**src/wss_pkg.sv**
```systemverilog
`timescale 1ns / 1ps

package wss_pkg;

  localparam int NUM_SCHEDULES = 5;
  localparam int SLOTS_PER_DAY = 4;
  localparam int DAYS          = 7;
  localparam int TABLE_DEPTH   = NUM_SCHEDULES * DAYS * SLOTS_PER_DAY;
  localparam int ADDR_W        = $clog2(TABLE_DEPTH);

  localparam int SCHED_W = 3;
  localparam int DAY_W   = 3;
  localparam int SLOT_W  = 2;
  localparam int HOUR_W  = 5;
  localparam int MIN_W   = 6;
  localparam int DEG_W   = 8;

  localparam int IN_DATA_W  = 56;
  localparam int IN_USER_W  = 2;
  localparam int OUT_DATA_W = 56;

  localparam logic [7:0]         CLEARED_HOUR   = 8'hFF;
  localparam logic [SCHED_W-1:0] RESET_SCHEDULE = 3'd4;

  typedef enum logic [1:0] {
    ACT_TICK   = 2'd0,
    ACT_WRITE  = 2'd1,
    ACT_RESYNC = 2'd2,
    ACT_READ   = 2'd3
  } action_t;

  typedef struct packed {
    logic [7:0]       hour;
    logic [MIN_W-1:0] minute;
    logic [DEG_W-1:0] heat;
    logic [DEG_W-1:0] cool;
  } entry_t;

  typedef struct packed {
    logic capture;
    logic scan_rd;
    logic step;
    logic mem_rd_in;
    logic mem_wr;
    logic finish;
  } cmd_t;

  typedef struct packed {
    action_t action;
    logic    issue_last;
  } status_t;

  // Factory day: wake, leave, return, sleep.
  function automatic entry_t default_entry(input logic [SLOT_W-1:0] k);
    entry_t e;
    e.hour   = CLEARED_HOUR;
    e.minute = '0;
    e.heat   = '0;
    e.cool   = '0;
    case (k)
      2'd0: begin
        e.hour = 8'd4;  e.minute = 6'd0;  e.heat = 8'd68; e.cool = 8'd78;
      end
      2'd1: begin
        e.hour = 8'd8;  e.minute = 6'd30; e.heat = 8'd65; e.cool = 8'd82;
      end
      2'd2: begin
        e.hour = 8'd16; e.minute = 6'd30; e.heat = 8'd68; e.cool = 8'd78;
      end
      2'd3: begin
        e.hour = 8'd22; e.minute = 6'd0;  e.heat = 8'd65; e.cool = 8'd76;
      end
      default: begin
        e.hour = CLEARED_HOUR;
      end
    endcase
    return e;
  endfunction

endpackage

```
**src/weekly_setpoint_scheduler.sv**
```systemverilog
`timescale 1ns / 1ps
// States per item: idle, then write, read or scan and drain, then finish and out.
// The scan reads one table entry per cycle from a single-port table memory
// (4 entries for a tick, 28 for a resync), followed by the drain and finish states.
// One item at a time: the next beat is taken the cycle after the result beat leaves.
// Reset (rst, synchronous) restores the factory day in every schedule at once,
// zero setpoints, no trip record and schedule 4; no clearing pass is needed.

module weekly_setpoint_scheduler import wss_pkg::*; (
  input  logic                  clk,
  input  logic                  rst,
  input  logic                  cfg_we,
  input  logic [SCHED_W-1:0]    cfg_data,       // active_schedule
  input  logic                  s_axis_tvalid,
  output logic                  s_axis_tready,
  // day, hour, minute, sched_index, slot, entry_hour, entry_minute,
  // entry_heat, entry_cool, zero fill
  input  logic [IN_DATA_W-1:0]  s_axis_tdata,
  input  logic [IN_USER_W-1:0]  s_axis_tuser,   // action
  output logic                  m_axis_tvalid,
  input  logic                  m_axis_tready,
  // heat_setpoint, cool_setpoint, setpoint_changed, controlling_schedule,
  // trip_valid, trip_day, trip_slot, read_hour, read_minute, read_heat, read_cool
  output logic [OUT_DATA_W-1:0] m_axis_tdata
);

  cmd_t    cmd;
  status_t status;

  wss_ctrl u_ctrl (
    .clk       (clk),
    .rst       (rst),
    .in_valid  (s_axis_tvalid),
    .in_action (action_t'(s_axis_tuser)),
    .in_ready  (s_axis_tready),
    .out_valid (m_axis_tvalid),
    .out_ready (m_axis_tready),
    .status    (status),
    .cmd       (cmd)
  );

  wss_dpath u_dpath (
    .clk      (clk),
    .rst      (rst),
    .cfg_we   (cfg_we),
    .cfg_data (cfg_data),
    .in_data  (s_axis_tdata),
    .in_user  (s_axis_tuser),
    .cmd      (cmd),
    .status   (status),
    .out_data (m_axis_tdata)
  );

endmodule

```
**src/wss_ctrl.sv**
```systemverilog
`timescale 1ns / 1ps

module wss_ctrl import wss_pkg::*; (
  input  logic    clk,
  input  logic    rst,
  input  logic    in_valid,
  input  action_t in_action,
  output logic    in_ready,
  output logic    out_valid,
  input  logic    out_ready,
  input  status_t status,
  output cmd_t    cmd
);

  typedef enum logic [6:0] {
    S_IDLE   = 7'b0000001,
    S_WRITE  = 7'b0000010,
    S_READ   = 7'b0000100,
    S_SCAN   = 7'b0001000,
    S_DRAIN  = 7'b0010000,
    S_FINISH = 7'b0100000,
    S_OUT    = 7'b1000000
  } state_t;

  state_t state;
  state_t state_next;

  always_ff @(posedge clk) begin
    if (rst) begin
      state <= S_IDLE;
    end else begin
      state <= state_next;
    end
  end

  always_comb begin
    state_next = state;
    cmd        = '0;
    unique case (state)
      S_IDLE: begin
        if (in_valid) begin
          cmd.capture = 1'b1;
          unique case (in_action)
            ACT_TICK, ACT_RESYNC: state_next = S_SCAN;
            ACT_WRITE:            state_next = S_WRITE;
            ACT_READ:             state_next = S_READ;
          endcase
        end
      end
      S_WRITE: begin
        cmd.mem_wr = 1'b1;
        state_next = S_FINISH;
      end
      S_READ: begin
        cmd.mem_rd_in = 1'b1;
        state_next    = S_FINISH;
      end
      S_SCAN: begin
        // issue one entry per cycle; the previous one is evaluated alongside
        cmd.scan_rd = 1'b1;
        cmd.step    = 1'b1;
        if (status.issue_last) begin
          state_next = S_DRAIN;
        end
      end
      S_DRAIN: begin
        state_next = S_FINISH;
      end
      S_FINISH: begin
        cmd.finish = 1'b1;
        state_next = S_OUT;
      end
      S_OUT: begin
        if (out_ready) begin
          state_next = S_IDLE;
        end
      end
      default: begin
        state_next = S_IDLE;
      end
    endcase
  end

  assign in_ready  = (state == S_IDLE);
  assign out_valid = (state == S_OUT);

  a_finish_then_out: assert property (@(posedge clk) disable iff (rst)
    cmd.finish |=> out_valid)
    else $error("result not presented after finish");

  a_write_action: assert property (@(posedge clk) disable iff (rst)
    cmd.mem_wr |-> status.action == ACT_WRITE)
    else $error("table write outside a write item");

  a_read_action: assert property (@(posedge clk) disable iff (rst)
    cmd.mem_rd_in |-> status.action == ACT_READ)
    else $error("addressed read outside a read item");

endmodule

```
**src/wss_dpath.sv**
```systemverilog
`timescale 1ns / 1ps

module wss_dpath import wss_pkg::*; (
  input  logic                  clk,
  input  logic                  rst,
  input  logic                  cfg_we,
  input  logic [SCHED_W-1:0]    cfg_data,
  input  logic [IN_DATA_W-1:0]  in_data,
  input  logic [IN_USER_W-1:0]  in_user,
  input  cmd_t                  cmd,
  output status_t               status,
  output logic [OUT_DATA_W-1:0] out_data
);

  localparam logic [SLOT_W-1:0] LAST_SLOT = SLOT_W'(SLOTS_PER_DAY - 1);
  localparam logic [DAY_W-1:0]  LAST_DAY  = DAY_W'(DAYS - 1);

  // captured item
  action_t             in_action;
  logic [DAY_W-1:0]    in_day;
  logic [HOUR_W-1:0]   in_hour;
  logic [MIN_W-1:0]    in_minute;
  logic [SCHED_W-1:0]  in_sched;
  logic [SLOT_W-1:0]   in_slot;
  entry_t              in_entry;

  // held state
  logic [SCHED_W-1:0]  active;
  logic [DEG_W-1:0]    held_heat;
  logic [DEG_W-1:0]    held_cool;
  logic [SCHED_W-1:0]  setter;
  logic                trip_flag;
  logic [DAY_W-1:0]    trip_day;
  logic [SLOT_W-1:0]   trip_slot;
  logic                changed;
  entry_t              read_q;

  // scan walker and table
  logic [DAY_W-1:0]    scan_day;
  logic [SLOT_W-1:0]   scan_slot;
  logic [SCHED_W-1:0]  a_sched;
  logic [DAY_W-1:0]    a_day;
  logic [SLOT_W-1:0]   a_slot;
  logic                a_in_range;
  logic [ADDR_W-1:0]   a_addr;
  logic                rd_en;

  entry_t              mem [TABLE_DEPTH];
  logic [TABLE_DEPTH-1:0] written;
  entry_t              rd_q;
  logic                rd_written;
  logic                rd_in_range;
  logic [SLOT_W-1:0]   rd_slot;
  entry_t              ent;

  // evaluation stage
  logic                ev_valid;
  logic [DAY_W-1:0]    ev_day;
  logic [SLOT_W-1:0]   ev_slot;
  logic                skip;
  logic                tick_match;
  logic                later;

  // accumulators
  logic                hit;
  logic [DAY_W-1:0]    hit_day;
  logic [SLOT_W-1:0]   hit_slot;
  logic [DEG_W-1:0]    hit_heat;
  logic [DEG_W-1:0]    hit_cool;
  logic                any;
  logic                found;
  logic                prev_ok;
  logic [DAY_W-1:0]    last_day;
  logic [SLOT_W-1:0]   last_slot;
  logic [DEG_W-1:0]    last_heat;
  logic [DEG_W-1:0]    last_cool;
  logic [DAY_W-1:0]    pick_day;
  logic [SLOT_W-1:0]   pick_slot;
  logic [DEG_W-1:0]    pick_heat;
  logic [DEG_W-1:0]    pick_cool;

  always_ff @(posedge clk) begin
    if (cmd.capture) begin
      in_action       <= action_t'(in_user[1:0]);
      in_day          <= in_data[2:0];
      in_hour         <= in_data[7:3];
      in_minute       <= in_data[13:8];
      in_sched        <= in_data[16:14];
      in_slot         <= in_data[18:17];
      in_entry.hour   <= in_data[26:19];
      in_entry.minute <= in_data[32:27];
      in_entry.heat   <= in_data[40:33];
      in_entry.cool   <= in_data[48:41];
    end
  end

  // walker: a tick visits today's slots, a resync the whole week
  always_ff @(posedge clk) begin
    if (cmd.capture) begin
      scan_day  <= (action_t'(in_user[1:0]) == ACT_TICK) ? in_data[2:0] : '0;
      scan_slot <= '0;
    end else if (cmd.step) begin
      if (scan_slot == LAST_SLOT) begin
        scan_slot <= '0;
        scan_day  <= scan_day + 1'b1;
      end else begin
        scan_slot <= scan_slot + 1'b1;
      end
    end
  end

  assign status.action     = in_action;
  assign status.issue_last = (scan_slot == LAST_SLOT) &&
                             ((in_action == ACT_TICK) || (scan_day == LAST_DAY));

  always_comb begin
    if (cmd.scan_rd) begin
      a_sched = active;
      a_day   = scan_day;
      a_slot  = scan_slot;
    end else begin
      a_sched = in_sched;
      a_day   = in_day;
      a_slot  = in_slot;
    end
    a_in_range = ({1'b0, a_sched} < (SCHED_W + 1)'(NUM_SCHEDULES)) &&
                 (a_day < DAY_W'(DAYS)) &&
                 ({1'b0, a_slot} < (SLOT_W + 1)'(SLOTS_PER_DAY));
    a_addr = a_in_range ?
             (ADDR_W'(a_sched) * ADDR_W'(DAYS) + ADDR_W'(a_day)) * ADDR_W'(SLOTS_PER_DAY)
             + ADDR_W'(a_slot) : '0;
  end

  assign rd_en = cmd.scan_rd | cmd.mem_rd_in;

  always_ff @(posedge clk) begin
    if (cmd.mem_wr && a_in_range) begin
      mem[a_addr] <= in_entry;
    end
    if (rd_en) begin
      rd_q <= mem[a_addr];
    end
  end

  always_ff @(posedge clk) begin
    if (rst) begin
      written     <= '0;
      rd_written  <= 1'b0;
      rd_in_range <= 1'b0;
      rd_slot     <= '0;
      ev_valid    <= 1'b0;
      ev_day      <= '0;
      ev_slot     <= '0;
    end else begin
      if (cmd.mem_wr && a_in_range) begin
        written[a_addr] <= 1'b1;
      end
      if (rd_en) begin
        rd_written  <= written[a_addr];
        rd_in_range <= a_in_range;
        rd_slot     <= a_slot;
      end
      ev_valid <= cmd.scan_rd;
      ev_day   <= scan_day;
      ev_slot  <= scan_slot;
    end
  end

  // never-written entries read as the factory day, out-of-range ones as cleared
  always_comb begin
    if (!rd_in_range) begin
      ent.hour   = CLEARED_HOUR;
      ent.minute = '0;
      ent.heat   = '0;
      ent.cool   = '0;
    end else if (rd_written) begin
      ent = rd_q;
    end else begin
      ent = default_entry(rd_slot);
    end
  end

  always_comb begin
    skip       = trip_flag && (trip_day == ev_day) && (trip_slot == ev_slot);
    tick_match = !skip && (ent.hour == {3'b000, in_hour}) && (ent.minute == in_minute);
    later      = (in_day < ev_day) ||
                 ((in_day == ev_day) &&
                  (({3'b000, in_hour} < ent.hour) ||
                   (({3'b000, in_hour} == ent.hour) && (in_minute < ent.minute))));
  end

  always_ff @(posedge clk) begin
    if (rst) begin
      hit     <= 1'b0;
      any     <= 1'b0;
      found   <= 1'b0;
      prev_ok <= 1'b0;
    end else if (cmd.capture) begin
      hit     <= 1'b0;
      any     <= 1'b0;
      found   <= 1'b0;
      prev_ok <= 1'b0;
    end else if (ev_valid) begin
      if (in_action == ACT_TICK) begin
        if (!hit && tick_match) begin
          hit <= 1'b1;
        end
      end else if (ent.hour != CLEARED_HOUR) begin
        if (!found && later) begin
          found <= 1'b1;
          if (any) begin
            prev_ok <= 1'b1;
          end
        end
        any <= 1'b1;
      end
    end
  end

  always_ff @(posedge clk) begin
    if (ev_valid) begin
      if (in_action == ACT_TICK) begin
        if (!hit && tick_match) begin
          hit_day  <= ev_day;
          hit_slot <= ev_slot;
          hit_heat <= ent.heat;
          hit_cool <= ent.cool;
        end
      end else if (ent.hour != CLEARED_HOUR) begin
        if (!found && later && any) begin
          pick_day  <= last_day;
          pick_slot <= last_slot;
          pick_heat <= last_heat;
          pick_cool <= last_cool;
        end
        last_day  <= ev_day;
        last_slot <= ev_slot;
        last_heat <= ent.heat;
        last_cool <= ent.cool;
      end
    end
  end

  always_ff @(posedge clk) begin
    if (rst) begin
      active    <= RESET_SCHEDULE;
      held_heat <= '0;
      held_cool <= '0;
      setter    <= RESET_SCHEDULE;
      trip_flag <= 1'b0;
      trip_day  <= '0;
      trip_slot <= '0;
      changed   <= 1'b0;
      read_q    <= '0;
    end else begin
      if (cfg_we) begin
        active <= cfg_data;
      end
      if (cmd.finish) begin
        unique case (in_action)
          ACT_TICK: begin
            changed <= hit;
            read_q  <= '0;
            if (hit) begin
              held_heat <= hit_heat;
              held_cool <= hit_cool;
              setter    <= active;
              trip_flag <= 1'b1;
              trip_day  <= hit_day;
              trip_slot <= hit_slot;
            end
          end
          ACT_RESYNC: begin
            setter  <= active;
            changed <= any;
            read_q  <= '0;
            if (!any) begin
              trip_flag <= 1'b0;
              trip_day  <= '0;
              trip_slot <= '0;
            end else begin
              // wrap to the week's last entry when nothing earlier qualifies
              trip_flag <= 1'b1;
              held_heat <= prev_ok ? pick_heat : last_heat;
              held_cool <= prev_ok ? pick_cool : last_cool;
              trip_day  <= prev_ok ? pick_day  : last_day;
              trip_slot <= prev_ok ? pick_slot : last_slot;
            end
          end
          ACT_READ: begin
            changed <= 1'b0;
            read_q  <= ent;
          end
          ACT_WRITE: begin
            changed <= 1'b0;
            read_q  <= '0;
          end
        endcase
      end
    end
  end

  assign out_data = {read_q.cool, read_q.heat, read_q.minute, read_q.hour,
                     trip_slot, trip_day, trip_flag, setter, changed,
                     held_cool, held_heat};

  a_trip_clear: assert property (@(posedge clk) disable iff (rst)
    ($fell(trip_flag) && !$past(rst)) |->
      ($past(cmd.finish) && $past(in_action) == ACT_RESYNC))
    else $error("trip record dropped outside an empty resync");

  a_held_stable: assert property (@(posedge clk) disable iff (rst)
    (!$past(rst) && !$past(cmd.finish)) |->
      ($stable(held_heat) && $stable(held_cool) && $stable(setter)))
    else $error("setpoints moved outside finish");

endmodule

```
**config.mk**
```make
export PLATFORM = sky130hd
export DESIGN_NAME = weekly_setpoint_scheduler
export DESIGN_NICKNAME = d
export VERILOG_FILES = /design/src/wss_pkg.sv /design/src/weekly_setpoint_scheduler.sv /design/src/wss_ctrl.sv /design/src/wss_dpath.sv
export SDC_FILE = /design/constraint.sdc
export NUM_CORES = 2
export LEC_CHECK = 0
export BUFFER_PORTS_ARGS = -buffer_cell sky130_fd_sc_hd__buf_2
export CORE_MARGIN = 3
export CORE_UTILIZATION = 35
export CTS_CLUSTER_DIAMETER = 30
export DETAILED_ROUTE_END_ITERATION = 8
export GPL_ROUTABILITY_DRIVEN = 0
export PLACE_DENSITY = 0.47
export SKIP_CTS_REPAIR_TIMING = 1
export SLEW_MARGIN = 20
export SYNTH_ARGS = -nofsm -noshare
export SYNTH_HDL_FRONTEND = slang
export SYNTH_MEMORY_MAX_BITS = 65536
export SYNTH_SLANG_ARGS = --single-unit
```
**constraint.sdc**
```tcl
create_clock -name clk -period 9.7 [get_ports clk]
set_input_delay 0.97 -clock clk [delete_from_list [all_inputs] [get_ports clk]]
set_output_delay 0.97 -clock clk [all_outputs]
set_load 0.05 [all_outputs]
```
---- Word level (Yosys, flattened, before mapping) ----
Memory sizes are Yosys's and may differ from the RTL's. A register that Yosys moved wholly into a read port is not among the register bits.
Cells that the tools add are included.
word-level totals
  memory bits (writable) .................. 4200
  bits in registers ....................... 339
  bits of input ports ..................... 66
  output and inout port bits .............. 58
  logic and storage cells ................. 185
  memories kept ........................... 1
memory list
  name         depth  width  rd ports  clocked after memory_dff  write ports  line             RTL
  u_dpath.mem  140    30     1         1                         1            wss_dpath.sv:48  entry_t mem [TABLE_DEPTH];
operators by class
  reduce and logical (&&, ||, !) cells .... 39
  multiplexer cells ....................... 52
  $add $sub $neg .......................... 4
  eq/ne operators ......................... 30
  bitwise gates (word level) .............. 3
  $mul .................................... 1
  magnitude comparators ................... 7
operators with widths
  kind                                                 count
  OR 140 bit                                           1
  case mux 30 bit (4 select lines)                     1
  2-to-1 mux 30 bit                                    2
  case mux 30 bit (2 select lines)                     1
  2-to-1 mux 8 bit                                     7
  case mux 7 bit (5 select lines)                      1
  case mux 8 bit (2 select lines)                      2
  2-to-1 mux 3 bit                                     10
  2-to-1 mux 7 bit                                     3
  case mux 7 bit (3 select lines)                      1
  == test 2 bit, second input constant                 7
  logical AND 1 bit                                    13
  2-to-1 mux 2 bit                                     6
  case mux 3 bit (2 select lines)                      2
  AND reduction 3 bit                                  4
  AND reduction 4 bit                                  3
  2-to-1 mux 1 bit                                     11
  < comparator 8 x 9 -> 1 bit, second input constant   1
  adder 8 x 2 -> 8 bit                                 1
  binary-select mux 1 bit (select 8 bit)               1
  demux 1 bit (select 8 bit)                           1
  == test 5 x 8 -> 1 bit                               1
  == test 8 x 5 -> 1 bit                               1
  >= comparator 8 x 1 -> 1 bit, second input constant  1
  other kinds (36)                                     54

---- Logic depth before layout (Yosys ltp) ----
  depth after elaboration ................. 12
  mapped depth ............................ 19
  depth with buffers taken out ............ 17

---- Modules after synthesis ----
A second synthesis with hierarchy kept.
second synthesis, totals
  cell total of the unflattened synthesis .. 10174
  area, all modules ....................... 169408.7 um2
modules (own cells, without submodules)
  module     times used  cells an instance  sequential area each (um2)  area an instance (um2)
  wss_dpath  1           10126              134839.3                    168978.3
  wss_ctrl   1           48                 140.1                       430.4

---- Least setup slack after synthesis ----
No wires, ideal clock.
  kind .................................... reg-to-reg
  from .................................... register u_ctrl.state[6]
  to ...................................... memory u_dpath.mem[47][0] (netlist bit) (enable)
  cell stages (with the launch flop) ...... 17
  path buffers ............................ 3
  period minus slack after synthesis ...... 5.954 ns
  setup time .............................. 0.419 ns
  setup slack ............................. 3.746 ns
  required time ........................... 9.281 ns
  data arrival time ....................... 5.535 ns
  cells stage by stage .................... dfxtp_1 -> nor4_4 -> nand2_1 -> clkbuf_1 -> mux2i_1 -> xor2_1 -> ha_1 -> fa_1 -> ha_1 -> a21o_1 -> a21oi_1 -> xnor2_1 -> o21ai_0 -> clkbuf_1 -> nand2_1 -> buf_2 -> nor2_1
between the ends
  cells in the longest elaborated chain, start to end .. 8
  elaborated cells on any way between the ends .. 17
  classes of those cells .................. add/sub: 2; mul: 1; order compare: 2; eq/ne: 2; mux: 8; reduce/logical: 2
RTL lines
  element                                                       line             RTL
  start: declaration                                            wss_ctrl.sv:25   state_t state;
  start signal: assignment                                      wss_ctrl.sv:32   state <= state_next;
  branches (longest 8 deep; another with adder 8 x 2 -> 8 bit)  --
  end: declaration                                              wss_dpath.sv:48
Parallel ways; which one is timed is not known.

---- Final worst setup path ----
  from .................................... register u_ctrl.state[3]
  to ...................................... register u_dpath.rd_q[3] (netlist name)
between the ends
  cells in the longest elaborated chain, start to end .. 7
  elaborated cells on any way between the ends .. 15
  classes of those cells .................. add/sub: 2; mul: 1; order compare: 2; eq/ne: 2; mux: 6; bitwise: 1; reduce/logical: 1
RTL lines
  element                    line              RTL
  == test 7 x 4 -> 1 bit     wss_ctrl.sv:39    unique case (state)
  2-to-1 mux 2 bit           wss_ctrl.sv:39
  2-to-1 mux 3 bit           wss_dpath.sv:117  if (cmd.scan_rd) begin
  multiplier 3 x 3 -> 6 bit  wss_dpath.sv:130  (ADDR_W'(a_sched) * ADDR_W'(DAYS) + ADDR_W'(a_day)) * ADDR_W'(SLOTS_PER_DAY)
  adder 6 x 3 -> 6 bit       wss_dpath.sv:130
  adder 8 x 2 -> 8 bit       wss_dpath.sv:131  + ADDR_W'(a_slot) : '0;
  2-to-1 mux 8 bit           wss_dpath.sv:129  a_addr = a_in_range ?
Parallel ways exist; a longest one is shown, timed or not.
A chain may end at the register's enable or synchronous reset.

==> reports/metrics.cfg <==
[floorplanning]
ios = 124
std_cell_rows = 253
chipWidth_um = 698
fp.dieArea_um2 = 487000
start_util_pct = 35.2
coreArea_um2 = 476000
die_h_um = 698

[power]
combPwrFrac_pct = 10.9
power_leakage_nw = 67.9
p_seq_share_pct = 36.3
p_clk_share_pct = 52.8
peakVddDrop_mv = 0.222
p_int_mw = 44.8
powerDensity_nw_per_um2 = 287
swShare_pct = 26.1
net-switching-power_mw = 15.8

[synth]
ys.flop_type = edfxtp_1
syn_nets = 10026
synth_top_area_share_pct = 78.0
synth_area_leaders = edfxtp_1 78%, a22oi_1 6.8%, a21oi_1 3.3%, dfxtp_1 2.7%, a222oi_1 2.0%
avgSynthCellArea_um2 = 16.9
ys_top_cells_by_count = 4347 x edfxtp_1, 1518 x a22oi_1, 1120 x a21oi_1
syn_inst = 9927
ys_warn_count = 0
yosysMostFrequentCell = edfxtp_1
synth-seq-cells = 4569
async_flop_share_pct = 0
synth.distinct_cells = 78
ys_seq_area_share_pct = 80.6
syn_area_um2 = 167000
synth_area_leader_cell = edfxtp_1
synth_edf_count = 4347

[grt]
grt_max_degree = 141
track_usage_pct = 22.7
grt_pass1_wl_um = 793000
grt_pass1_vias = 101878
grt_overflow = 0
antenna_found_initial = 33

[route]
num_vias = 102389
drc = 0
ant_nets = 0
wire_per_inst_um = 31.9
drt_pass1_iterations = 9
drt_iter0_drc = 13538
wl_um = 573000
vias_per_cell = 5.69

[sta]
hold_viol = 0
rsz0062_at_grt = no
setup_viol = 0
period_needed_ns = 7.63
skew_ns = 0.0937
fmax_mhz = 131
max-slew-margin-rel_pct = 3.33
fin_ws_ns = 2.07
drv_slew = 0
worstMarginPinSlew_ns = 1.44
finalCritPeriodShare_pct = 78.7
fin_setup_tns_ns = 0

[worst_setup_path]
path_cells = nor3b_2, nand2_1, mux2i_1, ha_1, a22o_1, a211oi_1, nor2_2, buf_4, nor2_4, buf_12, buf_12, a21oi_1, nor4_1, o22ai_1, nor3_1, nand4_1
crit_buf_inv = 3
critical_path_required_ns = 10.50
path_delay_family = simple AND/OR/NAND/NOR gates
reg2regPathDepth = 16
slowest_stage = nor3_1
startpoint_type = flip-flop
cp_common_cell = buf_12
cp_max_fo = 34
critical_path.max_stage_delay_ns = 1.07
crit_type = flip-flop to flip-flop
end_kind = flip-flop
arrival_ns = 8.43
path_depth = 16

[layout]
area_delta_synth_final_pct = 26.3
fin_util_pct = 44.5
final_area_um2 = 212000
finalNetCount = 10878
drive_above_1_share_pct = 20.6

[clocking]
h-tree-depth = 6
clk_pin_slew_ns = 0.05
clkLatencyLatePin_ns = 1.11
cts.path.max_buffers = 4
cts_tree = yes
cts-buffers-inserted = 915
clockRootBuffer = clkbuf_16
clock_sinks = 4569

[placement]
place_ws_ns = 2.36
place_hpwl_um = 312000
placed_area_um2 = 179000
port_buffers = 116

[job]
drv_cap = 0

[outcome]
outcome = complete, no violations

[worst_hold_path]
hold_path.class = primary input to flip-flop
holdPathStages = 1

[kinds of logic (layout without fill, tap and decap cells)]
group           Yosys count  count (layout)  synth area share [%]
flops                  4569            4569                  80.6
compound gates         3310            3310                  13.7
simple gates           1257            1257                  3.34
buf+inv                 713            2381                  1.86
fa+ha+maj                33              33                 0.256
mux                      32              32                 0.195
xor+xnor                 13              13                0.0680
other cells               0              13                     0
[stage by stage]
stage               cells  total power [mW]  hold slack, ns
floorplan            9927              25.1           0.422
global placement    16203              28.8           0.429
detailed placement  16217              28.9           0.432
CTS                 17950              60.9         -0.0602
global route        17975              62.2        -0.00706
finish              17983              60.6          0.0470
[worst register-to-register path: cells and delay by family, from the launching register on]
kind                       cells  cell delay [ns]
buffers and inverters          3             0.95
adders and majority gates      1             0.29
DFF                            1             0.43
and+or+nand+nor                7             3.90
muxes                          1             0.24
AOI/OAI and AO/OA              4             1.53
[final cells by class]
class                      count  area (um^2)
fill                       41139       264000
antenna                       13         32.5
timing repair buffer         623         5280
sequential                  4569       135000
clock buffer                1062        24000
inverter                      25         95.1
tap                         6375         7980
clock inverter               671         8170
multi-input combinational   4645        31000
[cell usage in the layout (no fill, tap or decap), drive strengths merged, types with 222 or more instances in the layout]
cell	synthesis	final
edfxtp	4347	4347
a22oi	1518	1518
a21oi	1120	1120
clkbuf	217	1063
buf	471	604
nor2	527	527
nand2	398	398
clkinv	1	361
a222oi	336	336
dfxtp	222	222
[routing by layer]
layer  vias to the layer above  part of all wire, %  GRT usage, %
li1                      43074                    -             -
met1                     53411                   40          30.1
met2                      5045                   48          37.0
met4                         8                  3.8          8.46
met3                       851                  8.3          4.42
met5                         -               0.0093             0
[registers in the layout, indices dropped and copies added, names as in the netlist, 6 cells and up]
| signal | flops |
|---|---|
| u_dpath.mem | 4200 |
| u_dpath.written | 140 |
| u_dpath.in_entry | 30 |
| u_dpath.out_data | 30 |
| u_dpath.rd_q | 30 |
| u_dpath.held_cool | 8 |
| u_dpath.held_heat | 8 |
| u_dpath.hit_cool | 8 |
| u_dpath.hit_heat | 8 |
| u_dpath.last_cool | 8 |
| u_dpath.last_heat | 8 |
| u_dpath.pick_cool | 8 |
| u_dpath.pick_heat | 8 |
| u_ctrl.state | 7 |
| u_dpath.in_minute | 6 |
[final timing paths]
path	end	slack [ns]	from
worst max-delay path	u_dpath.rd_q[3]	2.07	u_ctrl.state[3]
worst min-delay path	u_dpath.in_minute[1]	0.05	s_axis_tdata[9]
worst max register to register	u_dpath.rd_q[3]	2.07	u_ctrl.state[3]
worst min register to register	u_dpath.pick_day[2]	0.44	u_dpath.last_day[2]
[power groups by stage]
stage	clock network [mW]	logic, mW	registers (mW)
after floorplan	0	2.55	22.6
after global placement	0	6.47	22.3
after detailed placement	0	6.55	22.3
after CTS	32.4	6.57	22.0
after global routing	33.4	6.81	22.0
final	32.0	6.63	22.0
(Power assumes the default switching activity.)
